<file path="src/hw/rtl/pbse_pkg.sv">
// ----------------------------------------------------------------------------
// pbse_pkg
// Shared types and codes of the protobuf scalar field encoder.
// ----------------------------------------------------------------------------
package pbse_pkg;

  localparam logic [3:0] CMD_INT32   = 4'd0;
  localparam logic [3:0] CMD_UINT32  = 4'd1;
  localparam logic [3:0] CMD_SINT32  = 4'd2;
  localparam logic [3:0] CMD_INT64   = 4'd3;
  localparam logic [3:0] CMD_UINT64  = 4'd4;
  localparam logic [3:0] CMD_SINT64  = 4'd5;
  localparam logic [3:0] CMD_BOOL    = 4'd6;
  localparam logic [3:0] CMD_ENUM    = 4'd7;
  localparam logic [3:0] CMD_FIXED32 = 4'd8;
  localparam logic [3:0] CMD_FIXED64 = 4'd9;
  localparam logic [3:0] CMD_FLOAT   = 4'd10;
  localparam logic [3:0] CMD_DOUBLE  = 4'd11;

  localparam logic [2:0] WIRE_VARINT  = 3'd0;
  localparam logic [2:0] WIRE_FIXED64 = 3'd1;
  localparam logic [2:0] WIRE_FIXED32 = 3'd5;

  localparam int TAG_W   = 35;
  localparam int QDEPTH  = 2;
  localparam int QAW     = 1;
  localparam int QCNT_W  = 2;

  localparam logic [3:0] LE_BYTES_32 = 4'd4;
  localparam logic [3:0] LE_BYTES_64 = 4'd8;

  typedef struct packed {
    logic              with_tag;
    logic [TAG_W-1:0]  tag;
    logic [63:0]       val;
    logic              le;
    logic [3:0]        cnt;
  } job_t;

endpackage

</file>
<file path="src/hw/rtl/protobuf_scalar_field_encoder.sv">
// ----------------------------------------------------------------------------
// protobuf_scalar_field_encoder
// Encodes one scalar protobuf field per item into wire-format bytes.
// ----------------------------------------------------------------------------
//  channel  | handshake          | payload
//  ---------+--------------------+------------------------------------------
//  input    | push / full        | cmd, field_number, value, with_tag,
//           |                    | skip_default, enum_default
//  result   | pop / empty        | out_byte, last
//
//  One output byte per cycle while results are popped; an item gives 1 to 15
//  bytes in the serialiser (tag varint up to 5 bytes, value up to 10).
//  Dropped items (skipped defaults, unused codes) never reach the serialiser.
//  A two-entry job queue parts classifier and serialiser; the output register
//  keeps streaming while results are popped every cycle.
//  rst is synchronous and clears queue, serialiser and output valid flag.
// ----------------------------------------------------------------------------
module protobuf_scalar_field_encoder (
  input  logic               clk,
  input  logic               rst,
  input  logic               push,
  output logic               full,
  input  logic [3:0]         cmd,
  input  logic [31:0]        field_number,
  input  logic [63:0]        value,
  input  logic               with_tag,
  input  logic               skip_default,
  input  logic signed [31:0] enum_default,
  output logic               empty,
  input  logic               pop,
  output logic [7:0]         out_byte,
  output logic               last
);

  logic           q_push;
  logic           q_pop;
  logic           q_empty;
  pbse_pkg::job_t q_wr_data;
  pbse_pkg::job_t q_rd_data;
  logic           ob_valid;

  pbse_front u_front (
    .push         (push),
    .full         (full),
    .cmd          (cmd),
    .field_number (field_number),
    .value        (value),
    .with_tag     (with_tag),
    .skip_default (skip_default),
    .enum_default (enum_default),
    .q_push       (q_push),
    .q_data       (q_wr_data)
  );

  pbse_fifo u_fifo (
    .clk     (clk),
    .rst     (rst),
    .wr      (q_push),
    .wr_data (q_wr_data),
    .rd      (q_pop),
    .rd_data (q_rd_data),
    .full    (full),
    .empty   (q_empty)
  );

  pbse_back u_back (
    .clk      (clk),
    .rst      (rst),
    .q_empty  (q_empty),
    .q_data   (q_rd_data),
    .q_pop    (q_pop),
    .pop      (pop),
    .ob_valid (ob_valid),
    .ob_byte  (out_byte),
    .ob_last  (last)
  );

  assign empty = !ob_valid;

endmodule

</file>
<file path="src/hw/rtl/pbse_front.sv">
// ----------------------------------------------------------------------------
// pbse_front
// Classifies a field: drops skipped defaults and unknown codes, builds tag and value word.
// ----------------------------------------------------------------------------
module pbse_front (
  input  logic               push,
  input  logic               full,
  input  logic [3:0]         cmd,
  input  logic [31:0]        field_number,
  input  logic [63:0]        value,
  input  logic               with_tag,
  input  logic               skip_default,
  input  logic signed [31:0] enum_default,
  output logic               q_push,
  output pbse_pkg::job_t     q_data
);

  logic [31:0] lo;
  logic [2:0]  wire_type;
  logic        is_default;
  logic        known;

  assign lo = value[31:0];

  always_comb begin
    wire_type       = pbse_pkg::WIRE_VARINT;
    is_default      = (value == 64'd0);
    known           = 1'b1;
    q_data.with_tag = with_tag;
    q_data.le       = 1'b0;
    q_data.cnt      = pbse_pkg::LE_BYTES_64;
    q_data.val      = value;
    unique case (cmd)
      pbse_pkg::CMD_INT32, pbse_pkg::CMD_ENUM: begin
        q_data.val = {{32{lo[31]}}, lo};
        is_default = (cmd == pbse_pkg::CMD_ENUM) ? (lo == enum_default) : (lo == 32'd0);
      end
      pbse_pkg::CMD_UINT32: begin
        q_data.val = {32'd0, lo};
        is_default = (lo == 32'd0);
      end
      pbse_pkg::CMD_SINT32: begin
        q_data.val = {32'd0, {lo[30:0], 1'b0} ^ {32{lo[31]}}};
        is_default = (lo == 32'd0);
      end
      pbse_pkg::CMD_INT64, pbse_pkg::CMD_UINT64: begin
        q_data.val = value;
      end
      pbse_pkg::CMD_SINT64: begin
        q_data.val = {value[62:0], 1'b0} ^ {64{value[63]}};
      end
      pbse_pkg::CMD_BOOL: begin
        q_data.val = {63'd0, (value != 64'd0)};
      end
      pbse_pkg::CMD_FIXED32, pbse_pkg::CMD_FLOAT: begin
        wire_type  = pbse_pkg::WIRE_FIXED32;
        q_data.val = {32'd0, lo};
        q_data.le  = 1'b1;
        q_data.cnt = pbse_pkg::LE_BYTES_32;
        is_default = (cmd == pbse_pkg::CMD_FLOAT) ? (lo[30:0] == 31'd0) : (lo == 32'd0);
      end
      pbse_pkg::CMD_FIXED64, pbse_pkg::CMD_DOUBLE: begin
        wire_type  = pbse_pkg::WIRE_FIXED64;
        q_data.le  = 1'b1;
        is_default = (cmd == pbse_pkg::CMD_DOUBLE) ? (value[62:0] == 63'd0)
                                                   : (value == 64'd0);
      end
      default: begin
        known = 1'b0;
      end
    endcase
    q_data.tag = {field_number, wire_type};
  end

  assign q_push = push && !full && known && !(skip_default && is_default);

endmodule

</file>
<file path="src/hw/rtl/pbse_fifo.sv">
// ----------------------------------------------------------------------------
// pbse_fifo
// Short job queue between the classifier and the byte serialiser.
// ----------------------------------------------------------------------------
module pbse_fifo (
  input  logic           clk,
  input  logic           rst,
  input  logic           wr,
  input  pbse_pkg::job_t wr_data,
  input  logic           rd,
  output pbse_pkg::job_t rd_data,
  output logic           full,
  output logic           empty
);

  pbse_pkg::job_t                  mem [pbse_pkg::QDEPTH];
  logic [pbse_pkg::QAW-1:0]        wr_ptr;
  logic [pbse_pkg::QAW-1:0]        rd_ptr;
  logic [pbse_pkg::QCNT_W-1:0]     count;
  logic                            do_wr;
  logic                            do_rd;

  function automatic logic [pbse_pkg::QCNT_W-1:0] QCNT_INC(input logic b);
    QCNT_INC = {{(pbse_pkg::QCNT_W-1){1'b0}}, b};
  endfunction

  assign full    = (count == pbse_pkg::QCNT_W'(pbse_pkg::QDEPTH));
  assign empty   = (count == '0);
  assign do_wr   = wr && !full;
  assign do_rd   = rd && !empty;
  assign rd_data = mem[rd_ptr];

  always_ff @(posedge clk) begin
    if (do_wr) begin
      mem[wr_ptr] <= wr_data;
    end
  end

  always_ff @(posedge clk) begin
    if (rst) begin
      wr_ptr <= '0;
      rd_ptr <= '0;
      count  <= '0;
    end else begin
      if (do_wr) begin
        wr_ptr <= wr_ptr + 1'b1;
      end
      if (do_rd) begin
        rd_ptr <= rd_ptr + 1'b1;
      end
      count <= count + QCNT_INC(do_wr) - QCNT_INC(do_rd);
    end
  end

  a_count_bound: assert property (@(posedge clk) disable iff (rst)
    count <= pbse_pkg::QCNT_W'(pbse_pkg::QDEPTH))
    else $error("queue count beyond depth");

  a_no_lost_write: assert property (@(posedge clk) disable iff (rst)
    !(wr && full))
    else $error("job written into a full queue");

endmodule

</file>
<file path="src/hw/rtl/pbse_back.sv">
// ----------------------------------------------------------------------------
// pbse_back
// Serialises one job a byte a cycle while the output advances: tag varint, then value bytes.
// ----------------------------------------------------------------------------
module pbse_back (
  input  logic           clk,
  input  logic           rst,
  input  logic           q_empty,
  input  pbse_pkg::job_t q_data,
  output logic           q_pop,
  input  logic           pop,
  output logic           ob_valid,
  output logic [7:0]     ob_byte,
  output logic           ob_last
);

  logic                        active;
  logic                        in_tag;
  logic                        le;
  logic [pbse_pkg::TAG_W-1:0]  tag;
  logic [63:0]                 val;
  logic [3:0]                  cnt;

  logic       adv;
  logic       tag_more;
  logic       val_more;
  logic [7:0] byte_next;
  logic       last_next;
  logic       fin;
  logic       load;

  assign adv      = !ob_valid || pop;
  assign tag_more = |tag[pbse_pkg::TAG_W-1:7];
  assign val_more = |val[63:7];

  always_comb begin
    if (in_tag) begin
      byte_next = {tag_more, tag[6:0]};
      last_next = 1'b0;
    end else if (le) begin
      byte_next = val[7:0];
      last_next = (cnt == 4'd1);
    end else begin
      byte_next = {val_more, val[6:0]};
      last_next = !val_more;
    end
  end

  assign fin   = active && adv && last_next;
  assign load  = !active || fin;
  assign q_pop = load && !q_empty;

  always_ff @(posedge clk) begin
    if (rst) begin
      active   <= 1'b0;
      in_tag   <= 1'b0;
      ob_valid <= 1'b0;
    end else begin
      if (adv) begin
        ob_valid <= active;
      end
      if (q_pop) begin
        active <= 1'b1;
        in_tag <= q_data.with_tag;
      end else if (fin) begin
        active <= 1'b0;
        in_tag <= 1'b0;
      end else if (active && adv && in_tag && !tag_more) begin
        in_tag <= 1'b0;
      end
    end
  end

  always_ff @(posedge clk) begin
    if (adv) begin
      ob_byte <= byte_next;
      ob_last <= last_next;
    end
    if (q_pop) begin
      tag <= q_data.tag;
      val <= q_data.val;
      le  <= q_data.le;
      cnt <= q_data.cnt;
    end else if (active && adv) begin
      if (in_tag) begin
        tag <= tag >> 7;
      end else if (le) begin
        val <= val >> 8;
        cnt <= cnt - 4'd1;
      end else begin
        val <= val >> 7;
      end
    end
  end

  a_le_count: assert property (@(posedge clk) disable iff (rst)
    (active && le && !in_tag) |-> (cnt != 4'd0 && cnt <= pbse_pkg::LE_BYTES_64))
    else $error("little-endian byte count out of range");

  a_tag_in_job: assert property (@(posedge clk) disable iff (rst)
    in_tag |-> active)
    else $error("tag phase without a job");

  a_load_on_finish: assert property (@(posedge clk) disable iff (rst)
    (active && q_pop) |-> (adv && last_next))
    else $error("job replaced before its last byte");

endmodule
</file>
<file path="config.mk">
export PLATFORM = sky130hd
export DESIGN_NAME = protobuf_scalar_field_encoder
export DESIGN_NICKNAME = d
export VERILOG_FILES = /design/src/hw/rtl/pbse_pkg.sv /design/src/hw/rtl/protobuf_scalar_field_encoder.sv /design/src/hw/rtl/pbse_front.sv /design/src/hw/rtl/pbse_fifo.sv /design/src/hw/rtl/pbse_back.sv
export SDC_FILE = /design/constraint.sdc
export NUM_CORES = 1
export LEC_CHECK = 0
export BUFFER_PORTS_ARGS = -buffer_cell sky130_fd_sc_hd__buf_4
export CAP_MARGIN = 20
export CORE_ASPECT_RATIO = 1.5
export CORE_MARGIN = 2
export CORE_UTILIZATION = 35
export CTS_CLUSTER_SIZE = 30
export DETAILED_ROUTE_END_ITERATION = 8
export GPL_ROUTABILITY_DRIVEN = 0
export GPL_TIMING_DRIVEN = 1
export HOLD_SLACK_MARGIN = 0.02
export SYNTH_ARGS = -nofsm -noshare
export SYNTH_HDL_FRONTEND = slang
export SYNTH_SLANG_ARGS = --single-unit
</file>
<file path="constraint.sdc">
create_clock -name clk -period 26.6 [get_ports clk]
set_input_delay 6.65 -clock clk [delete_from_list [all_inputs] [get_ports clk]]
set_output_delay 6.65 -clock clk [all_outputs]
set_load 0.005 [all_outputs]
</file>
**Yosys cells after proc, flatten, opt, wreduce, memory -nomap -nowiden**

Memories as Yosys holds them, arrays and structs flattened. A register that Yosys moved wholly into a read port is not among the register bits.
Index checks and enable logic that the tools add are counted.

- Bitwise operators: 2
- Equal/unequal tests: 15
- Muxes and demuxes: 33
- Reduce and logical (&&, ||, !) cells: 44
- Add/subtract/negate cells: 5

Operators with widths:

| cell | count |
|---|---|
| 64-bit one-hot mux with 5 select lines | 1 |
| 64-bit 2-to-1 mux | 3 |
| 35-bit 2-to-1 mux | 3 |
| 64-bit logical NOT | 1 |
| 64-bit nonzero test | 1 |
| 64-bit XOR | 1 |
| 63-bit logical NOT | 1 |
| 57-bit 2-to-1 mux | 1 |
| 57-bit OR reduction | 1 |
| 32-bit == test | 1 |
| 32-bit logical NOT | 1 |
| 32-bit XOR | 1 |
| 31-bit logical NOT | 1 |
| 28-bit OR reduction | 1 |
| 4-bit 2-to-1 mux | 5 |
| 4-bit by 3-bit == test with 1-bit output (second input constant) | 4 |
| 4-bit == test (second input constant) | 4 |
| 1-bit 2-to-1 mux | 16 |
| 8-bit 2-to-1 mux | 2 |
| 12-bit OR reduction | 1 |
| 1-bit logical AND | 11 |
| 4-bit by 1-bit == test with 1-bit output (second input constant) | 2 |
| 4-bit by 2-bit == test with 1-bit output (second input constant) | 2 |
| 2-bit nonzero test | 4 |
| other kinds (18) | 30 |

- Bits in registers: 120
- Bits in writable memories: 210
- Memories: 1

Memories:

| name | depth | bits a word | read ports | clocked after Yosys merged registers in | write ports | RTL line | source |
|---|---|---|---|---|---|---|---|
| u_fifo.mem | 2 | 105 | 1 | 1 | 1 | pbse_fifo.sv:16 | `pbse_pkg::job_t mem [pbse_pkg::QDEPTH];` |

**Longest topological paths before layout**

Gate-level depths: netlist of the first run.

- Depth after elaboration: 10
- Gate-level depth with buffers: 13
- Mapped depth without buffers: 12

**By module**

From an unflattened synthesis of the first run, not the netlist that was laid out.

- Cell total of the unflattened synthesis: 1644
- Area, all modules: 19008.2 um^2

By module, submodules not included:

| module | area each (um^2) | cells an instance | instances |
|---|---|---|---|
| pbse_back | 8614.5 | 919 | 1 |
| pbse_fifo | 8060.2 | 354 | 1 |
| pbse_front | 2329.7 | 370 | 1 |
| protobuf_scalar_field_encoder | 3.8 | 1 | 1 |

**Worst setup path after synthesis of the first run**

Ideal clock, no wire load.

- Kind: input to register
- Start: input value[31]
- End: memory u_fifo.mem[1][100] (netlist name), enable pin
- Required time: 25886 ps
- Arrival time: 15063 ps
- Path buffers: 1
- Path slack: 10823 ps
- Cell stages on the path: 9
- Path through: clkbuf_1 inv_1 ha_1 nor3b_1 nand4_1 a2111oi_0 nand2_1 nand4_1 a21boi_0

- Cells in the longest elaborated chain, start to end: 9
- Elaborated cells between the ends (all ways): 14

Ends and longest elaborated chain:

| what | RTL line | source |
|---|---|---|
| start: declaration | protobuf_scalar_field_encoder.sv:25 | `input logic [63:0] value,` |
| 64-bit logical NOT (tied with other cells) | pbse_front.sv:27, pbse_front.sv:66 |  |
| 1-bit 2-to-1 mux (on tied branches) | pbse_front.sv:65, pbse_front.sv:36, pbse_front.sv:60 |  |
| 1-bit one-hot mux with 4 select lines (*) | pbse_front.sv:33 | `unique case (cmd)` |
| 1-bit logical AND (*) | pbse_front.sv:75 | `assign q_push = push && !full && known && !(skip_default && is_default);` |
| 1-bit logical NOT (*) | pbse_front.sv:75 |  |
| 1-bit logical AND (*) | pbse_front.sv:75 |  |
| 1-bit logical AND (*) | pbse_fifo.sv:29 | `assign do_wr = wr && !full;` |
| 1-bit 2-to-1 mux (*) | pbse_fifo.sv:34 | `if (do_wr) begin` |
| 1-bit 2-to-1 mux (implied by the code) (*) | pbse_fifo.sv:35 | `mem[wr_ptr] <= wr_data;` |
| end: declaration | pbse_fifo.sv:16 |  |

Every way passes the cells marked *; elsewhere a longest branch is shown, timed or not.

**Worst setup path in the final report of the first run**

- Start: input pop
- End: register u_fifo.count[1] (netlist name)

- Cells in the longest elaborated chain, start to end: 7

Ends and longest elaborated chain:

| what | RTL line | source |
|---|---|---|
| start: declaration | protobuf_scalar_field_encoder.sv:30 | `input logic pop,` |
| 1-bit logical OR | pbse_back.sv:32 | `assign adv = !ob_valid \|\| pop;` |
| 1-bit logical AND (2 in a row) | pbse_back.sv:49 | `assign fin = active && adv && last_next;` |
| 1-bit logical OR | pbse_back.sv:50 | `assign load = !active \|\| fin;` |
| 1-bit logical AND | pbse_back.sv:51 | `assign q_pop = load && !q_empty;` |
| 1-bit logical AND | pbse_fifo.sv:30 | `assign do_rd = rd && !empty;` |
| named net u_fifo.do_rd | pbse_fifo.sv:21 | `logic do_rd;` |
| 2-bit by 1-bit subtractor with 2-bit output | pbse_fifo.sv:51 | `count <= count + QCNT_INC(do_wr) - QCNT_INC(do_rd);` |
| end signal: assignment | pbse_fifo.sv:51 |  |
| end: declaration | pbse_fifo.sv:19 | `logic [pbse_pkg::QCNT_W-1:0] count;` |

The timed path passes the listed nets, and every way through them passes these cells.
A chain may end at the register's enable or synchronous reset.

==> results.md, run 1 <==
* Status: complete, no violations
* Num ports at between 100 and 150
* Area Overhead vs Synth at 18.3%
* Syn Nets at ~1,300
* Initial antenna violation count at 1
* Total chip power at ~1.9 mW
* Worst-path cell chain: buf_4 -> nor2_1 -> nor4_1 -> a21oi_4 -> buf_4 -> inv_1 -> ha_1 -> inv_1 -> ha_1 -> xor2_1 -> xnor2_1 -> nor2_1
* CTS resizes at 0
* Post-synthesis sequential area ratio at 0.638
* CTS tree: built
* PD cells at 107 nW/um^2
* Switching part of the total power at 0.338
* Post-synth EDFFs at roughly 320
* Drt total wl at about 36,000 um
* Clock power frac at 0.230
* WP data arrival at approximately 9.9 ns
* Synth area leader: edfxtp_1
* Core area at 42,700 um^2
* # Post-CTS Setup Buffers at 0
* Worst slew pin tran at 1.05 ns
* NumNets Final at 1,419
* Vias per cell at between 5 and 6
* Rows at between 90 and 100
* H-Tree Depth at 1
* TritonCTS Buffers at 30
* Clock sink total at 323
* Crit path max fanout at 96
* Maximum VDD drop at between 70 and 80 uV
* Mapped Avg Cell Area at approximately 13 um^2
* Final setup vio count at 0
* Starting density of the core at 0.353
* Synth top area share at 0.627
* Fmax at around 110 MHz
* Detail Route Antenna Nets at 0
* Post-Syn Area at approximately 15,000 um^2
* RSZ-0062 raised after global routing: false
* Die area at ~45,000 um^2
* Clock transition at path regs at 0.07 ns
* Ys async rst share at 0
* Slowest CP cell: buf_4
* Max_cap viols at 0
* Min-delay src: u_fifo.rd_ptr
* Final period util at 0.353
* Slew Limit Headroom at 0.299
* Share of layout cells above drive strength 1 at 0.206
* Ys flop type: edfxtp_1
* Largest net degree at the start of global routing at slightly below 100
* DRC viols at 0
* Placed wire-length estimate at 25,100 um
* Worst skew pair latency at slightly below 0.6 ns
* Reg-to-reg startpoint: u_back.val[33]
* Critical path required time at 27.07 ns
* TNS Setup at 0 ns
* Clock root cell: clkbuf_16
* Hold-fix buffers, CTS at 0
* Die Y at between 200 and 300 um
* Placed Cells at 1,811
* Yosys reg bits at roughly 320
* Vias in the first global route at between 9,000 and 10,000
* Seq pwr share at 0.470
* Synth warnings at 0
* CP peak stage delay at 0.83 ns
* Fin util at 0.418
* Clock buffer depth at 3
* Synth area leaders: edfxtp_1 63%, mux2i_1 6.5%, xor2_1 3.8%, a21oi_1 3.3%, nor2b_1 2.5%
* DR iter-0 viols at just over 700
* Detailed-route via count at between 9,000 and 10,000
* Minimum clock period at about 9.4 ns
* Max Slew Vio Count at 0
* CP Capture Type: flip-flop
* Post-synth cell types at 52
* HP Class: reg2reg
* Comb pwr share at 0.300
* Critical path class: in2reg
* Skew final at about 0.017 ns
* Non-filler cells, final at around 1,900
* Grt total ovfl at 0
* All-Layer GR Usage at 0.160
* Crit path launch: pop
* Chip Width at 173 um
* Per-cell routed wire length at 19.5 um
* First-pass GRT wire length at 56,000 um
* Mapped Cells at 1,152
* Net switching power at between 0.6 and 0.7 mW
* N_diodes at 0
* Port-buffer cells at between 100 and 150
* Setup crit start kind: input pin
* Final hold viol count at 0
* Leakage at roughly 6.2 nW
* Cell Int Power at ~1.3 mW
* DR pass1 iterations at 5
-- layout make-up --
| cell class | count | area (um^2) |
|---|---|---|
| tap | 570 | 713 |
| fill | 3945 | 24900 |
| clock buffer | 33 | 762 |
| multi-input combinational | 734 | 5100 |
| clock inverter | 22 | 245 |
| inverter | 21 | 78.8 |
| timing repair buffer | 165 | 1310 |
| sequential | 323 | 9620 |
-- state kept, by name, indices dropped and copies added (netlist names), 2 cells and up, named ones only --
register	cells
u_fifo.mem	202
u_back.val	64
u_back.tag	35
u_fifo.count	2
u_back.ob_byte	8
u_back.cnt	4
-- cells by family after synthesis --
family / count (synthesis) / synth area share
adder cells (fa/ha/maj): 6 / 0.00498
XOR/XNOR: 69 / 0.0401
multiplexers: 107 / 0.0718
AO/OA/AOI/OAI: 242 / 0.115
flip-flops: 323 / 0.638
buffers and inverters: 95 / 0.0285
AND/OR/NAND/NOR: 310 / 0.101
-- cell usage after synthesis (all sizes together) (8+ instances only) --
master / n
a211oi: 60
xor2: 65
a21oi: 101
clkbuf: 51
nor4: 44
nor2b: 61
nor2: 97
inv: 21
a221o: 30
dfxtp: 8
nand2: 72
edfxtp: 315
mux2i: 98
nand4: 11
buf: 23
mux2: 9
o21ai: 28
-- final timing paths --
check	end	slack (ns)	cells past startpoint
setup / recovery	u_fifo.count[1]	17.20	12
hold / removal	flip-flop	0.52	2
setup reg to reg	u_back.val[27]	22.34	6
hold reg to reg	flip-flop	0.52	2
-- layer usage --
layer / vias up / GRT usage / routed length, um
met3: 42 / 0.0244 / 2020
met5: - / 0 / 13
li1: 4618 / - / -
met2: 258 / 0.285 / 18600
met1: 4693 / 0.199 / 14900
met4: 2 / 0.0480 / 796
-- worst max-delay path: cells and delay by family --
| family | cells | cell delay [ns] |
|---|---|---|
| AO/OA/AOI/OAI | 1 | 0.63 |
| XOR/XNOR | 2 | 0.32 |
| AND/OR/NAND/NOR | 3 | 0.51 |
| adder cells (fa/ha/maj) | 2 | 0.50 |
| buffers and inverters | 4 | 1.22 |
-- power groups by stage --
stage / clock (mW) / sequential [mW] / combinational [mW]
after CTS: 0.447 / 0.897 / 0.573
final: 0.439 / 0.895 / 0.571
after global routing: 0.467 / 0.909 / 0.635
after global placement: 0 / 0.903 / 0.563
after floorplan: 0 / 0.872 / 0.436
after detailed placement: 0 / 0.907 / 0.572
-- placed cells by master (no fill, tap or decap), types with 3 or more instances in the layout --
master | synthesis | routed
nor4_2 | 3 | 3
dfxtp_1 | 8 | 7
a21oi_4 | 0 | 4
buf_4 | 0 | 161
nand3_1 | 7 | 7
o21ai_0 | 27 | 27
a21oi_1 | 100 | 97
mux2_2 | 9 | 9
clkinv_1 | 0 | 4
nand2_1 | 72 | 72
nor3_1 | 6 | 6
nand4_1 | 11 | 11
ha_1 | 6 | 6
a211oi_1 | 32 | 32
a221o_1 | 30 | 30
bufinv_16 | 0 | 4
buf_16 | 0 | 3
clkbuf_1 | 51 | 3
clkbuf_16 | 0 | 30
clkinvlp_4 | 0 | 4
inv_6 | 0 | 3
clkinv_2 | 0 | 4
xnor2_1 | 4 | 4
a21boi_0 | 4 | 3
xor2_1 | 65 | 65
nor4_1 | 41 | 41
nor2b_1 | 61 | 61
nor2_1 | 97 | 96
edfxtp_1 | 315 | 315
inv_1 | 21 | 21
a211oi_2 | 28 | 28
mux2i_1 | 98 | 98
-- stage by stage --
step / hold slack, ns / area (um^2) / setup WS (ns)
after floorplan: 0.472 / 15100 / 10.82
after global placement: 0.484 / 16700 / 16.64
after detailed placement: 0.492 / 16800 / 16.55
after CTS: 0.510 / 17800 / 17.17
after global routing: 0.557 / 17800 / 16.92
final: 0.522 / 17800 / 17.20
Power figures use the tool's default switching activity.
==> inputs of run 2 (changes only) <==
--- a/config.mk
+++ b/config.mk
@@ -5,6 +5,7 @@
 export SDC_FILE = /design/constraint.sdc
 export NUM_CORES = 1
 export LEC_CHECK = 0
+export ABC_AREA = 1
 export BUFFER_PORTS_ARGS = -buffer_cell sky130_fd_sc_hd__buf_4
 export CAP_MARGIN = 20
 export CORE_ASPECT_RATIO = 1.5
==> constraint.sdc (replaced) <==
create_clock -name clk -period 9 [get_ports clk]
set_input_delay 2.25 -clock clk [delete_from_list [all_inputs] [get_ports clk]]
set_output_delay 2.25 -clock clk [all_outputs]
set_load 0.005 [all_outputs]
==> run 2 against run 1 <==
Setup slack got worse by 13 ns. Hold slack got worse by 0.029 ns. Sequential cell count did not move. Sequential share of layout area fell by 1.2 points. Synthesized area rose by 2.8%. Combinational power rose to 2.8 times the previous value. Critical path depth rose by 3. Design area rose by 2.3%. Die area rose by 2.8%. Critical path type unchanged. Critical endpoint is now u_fifo.mem[1][73]. Highest routed layer is now met4.
==> results.md, run 2 <==
* Worst-path cell chain: buf_4 -> clkinv_1 -> ha_1 -> nand2_1 -> nor2_1 -> nor2_1 -> nor2_1 -> nor2_1 -> nor2_1 -> nand2_1 -> nand3_1 -> nand2_1 -> nand3_1 -> inv_4 -> buf_4
* Post-synthesis sequential area ratio at 0.621 (-0.0174)
* Hold-fix buffers, CTS at 0 (unchanged)
* Ys async rst share at 0 (unchanged)
* TritonCTS Buffers at 31 (+3.3%)
* Final period util at 0.562
* Post-synth cell types at 40 (-23%)
* Fmax at just under 200 MHz
* All-Layer GR Usage at 0.153 (-0.00689)
* Worst slew pin tran at 0.961 ns (-0.0903 ns)
* Initial antenna violation count at 0 (-1)
* Per-cell routed wire length at 16.1 um (-17%)
* Final hold viol count at 0 (unchanged)
* Most flop-heavy register: u_fifo.mem
* Num ports at 149 (unchanged)
* Worst path bufs/invs at 4 (unchanged)
* H-Tree Depth at 1 (unchanged)
* Crit path max fanout at 57 (-41%)
* Placed wire-length estimate at 25,000 um (-0.47%)
* DR iter-0 viols at 882 (+22%)
* WP data arrival at 5.25 ns (-4.62 ns)
* Chip Width at 176 um (+1.4%)
* Slowest CP cell: buf_4
* CP Capture Type: flip-flop
* CTS resizes at 0 (unchanged)
* # Post-CTS Setup Buffers at 0 (unchanged)
* Post-synth EDFFs at 315 (unchanged)
* Commonest non-fill, non-tap cell in the layout: nand2_1
* Final setup vio count at 0 (unchanged)
* Die area at 46,000 um^2 (+2.8%)
* CP most frequent cell: nor2_1
* Regs by FF count: u_fifo.mem (202), u_back.val (64), u_back.tag (35)
* Minimum clock period at 5.06 ns
* Grt total ovfl at 0 (unchanged)
* Maximum VDD drop at 178 uV (+130%)
* Number of flip-flops in the largest register at 202 (unchanged)
* Yosys reg bits at 323 (unchanged)
* Synth warnings at 0 (unchanged)
* Die Y at 262 um (+1.4%)
* Clock root cell: clkbuf_16
* Hold slack at 0.492 ns (-0.0294 ns)
* Leakage at 7.02 nW (+13%)
* Syn Nets at 1,632 (+26%)
* CTS tree: built
* Placed Cells at 2,155 (+19%)
* Mapped Cells at 1,488 (+29%)
* Worst skew pair latency at 0.57 ns (about the same)
* Detailed-route via count at 10,779 (+12%)
* Fin util at 0.417 (-0.000790)
* HP Class: reg2reg
* Vias per cell at 4.87 (-5.4%)
* DRC viols at 0 (unchanged)
* Design Area, Final at 18,200 um^2 (+2.3%)
* Top-count cell post-synth: nand2_1
* Port-buffer cells at 148 (unchanged)
* Max_cap viols at 0 (unchanged)
* Synth area leaders: edfxtp_1 61%, nand2_1 8.0%, mux2i_1 5.4%, o21ai_1 4.4%, inv_1 3.1%
* Skew final at 0.0230 ns (+0.00569 ns)
* PnR worst setup slack at 3.94 ns (-13.27 ns)
* Clock sink total at 323 (unchanged)
* NumNets Final at 1,757 (+24%)
* Max Slew Vio Count at 0 (unchanged)
* Clock buffer depth at 3 (unchanged)
* Rows at 94 (+1.1%)
* Total chip power at 5.49 mW (+190%)
* Core area at 43,800 um^2 (+2.5%)
* TNS Setup at 0 ns (unchanged)
* N_diodes at 0 (unchanged)
* Pre-CTS setup slack at 3.31 ns (-13.24 ns)
* Share of layout cells above drive strength 1 at 0.160 (-0.0457)
* Non-filler cells, final at 2,214 (+19%)
* Commonest cells post-synth: 331 x nand2_1, 315 x edfxtp_1, 135 x o21ai_1
* Synth area leader: edfxtp_1
* DP Area at 17,100 um^2 (+2.1%)
* Critical path class: in2reg
* Mapped Avg Cell Area at 10.4 um^2 (-20%)
* DR pass1 iterations at 5 (unchanged)
* Largest net degree at the start of global routing at 99 (+2.1%)
* Top delay family on crit path: buffers and inverters
* Critical path required time at 9.19 ns (-17.88 ns)
* CP peak stage delay at 0.66 ns (-0.17 ns)
* RSZ-0062 raised after global routing: false
* Clock transition at path regs at 0.06 ns (about the same)
* Post-Syn Area at 15,500 um^2 (+2.8%)
* Vias in the first global route at 10,484 (+8.9%)
* Starting density of the core at 0.354 (+0.00122)
* Ys flop type: edfxtp_1
* Slew Limit Headroom at 0.358 (+0.0587)
* Setup crit start kind: input pin
* First-pass GRT wire length at 55,800 um (-0.37%)
* PD cells at 301 nW/um^2 (+180%)
* Detail Route Antenna Nets at 0 (unchanged)
* Synth top area share at 0.610 (-0.0171)
* Drt total wl at 35,700 um (-1.9%)
* Area Overhead vs Synth at 17.7%
* Most frequent cells in the layout: 331 x nand2_1, 315 x edfxtp_1, 157 x buf_4, 135 x o21ai_1, 129 x inv_1
* Status: complete, no violations
==> run 2: path summary, 6_finish.rpt <==
kind                   start                 to  slack (ns)  cells past startpoint
max                value[63]  u_fifo.mem[1][73]        3.94                     15
min          u_fifo.count[1]    u_fifo.count[1]        0.49                      1
max reg2reg        u_back.le     u_back.val[38]        5.52                      7
min reg2reg  u_fifo.count[1]    u_fifo.count[1]        0.49                      1
==> run 2: worst register-to-register path, stage by stage (launching register included) <==
cell and delay, ns:
edfxtp_1 0.95, inv_1 0.31, nand2_1 0.19, nand3_1 0.10
nand2_2 0.16, nand2_8 0.29, a21oi_4 0.38, buf_4 0.66
==> run 2: power by group <==
part / leakage, nW / internal (mW) / switching, mW
Clock: 0.529 / 0.813 / 0.555
Sequential: 3.04 / 2.28 / 0.234
Combinational: 3.46 / 0.552 / 1.05
==> run 2: area by class of cell <==
class / instances / area [um^2]
clock buffer: 33 / 793
clock inverter: 25 / 295
fill: 4237 / 25500
inverter: 143 / 547
multi-input combinational: 955 / 5040
sequential: 323 / 9620
tap: 576 / 721
timing repair buffer: 159 / 1220
==> run 2: cell families after synthesis <==
family,share of synthesized area
DFF,0.621
xor gates and xnor gates,0.0136
AOI/OAI and AO/OA,0.108
buffers and inverters,0.0573
muxes,0.0543
adders and majority gates,0.00484
and+or+nand+nor,0.141
==> run 2: metal layers <==
metal / routed length (um) / track usage
met2: 18900 / 0.287
met1: 14500 / 0.186
met3: 1760 / 0.0181
met5: 0 / 0
met4: 654 / 0.0386
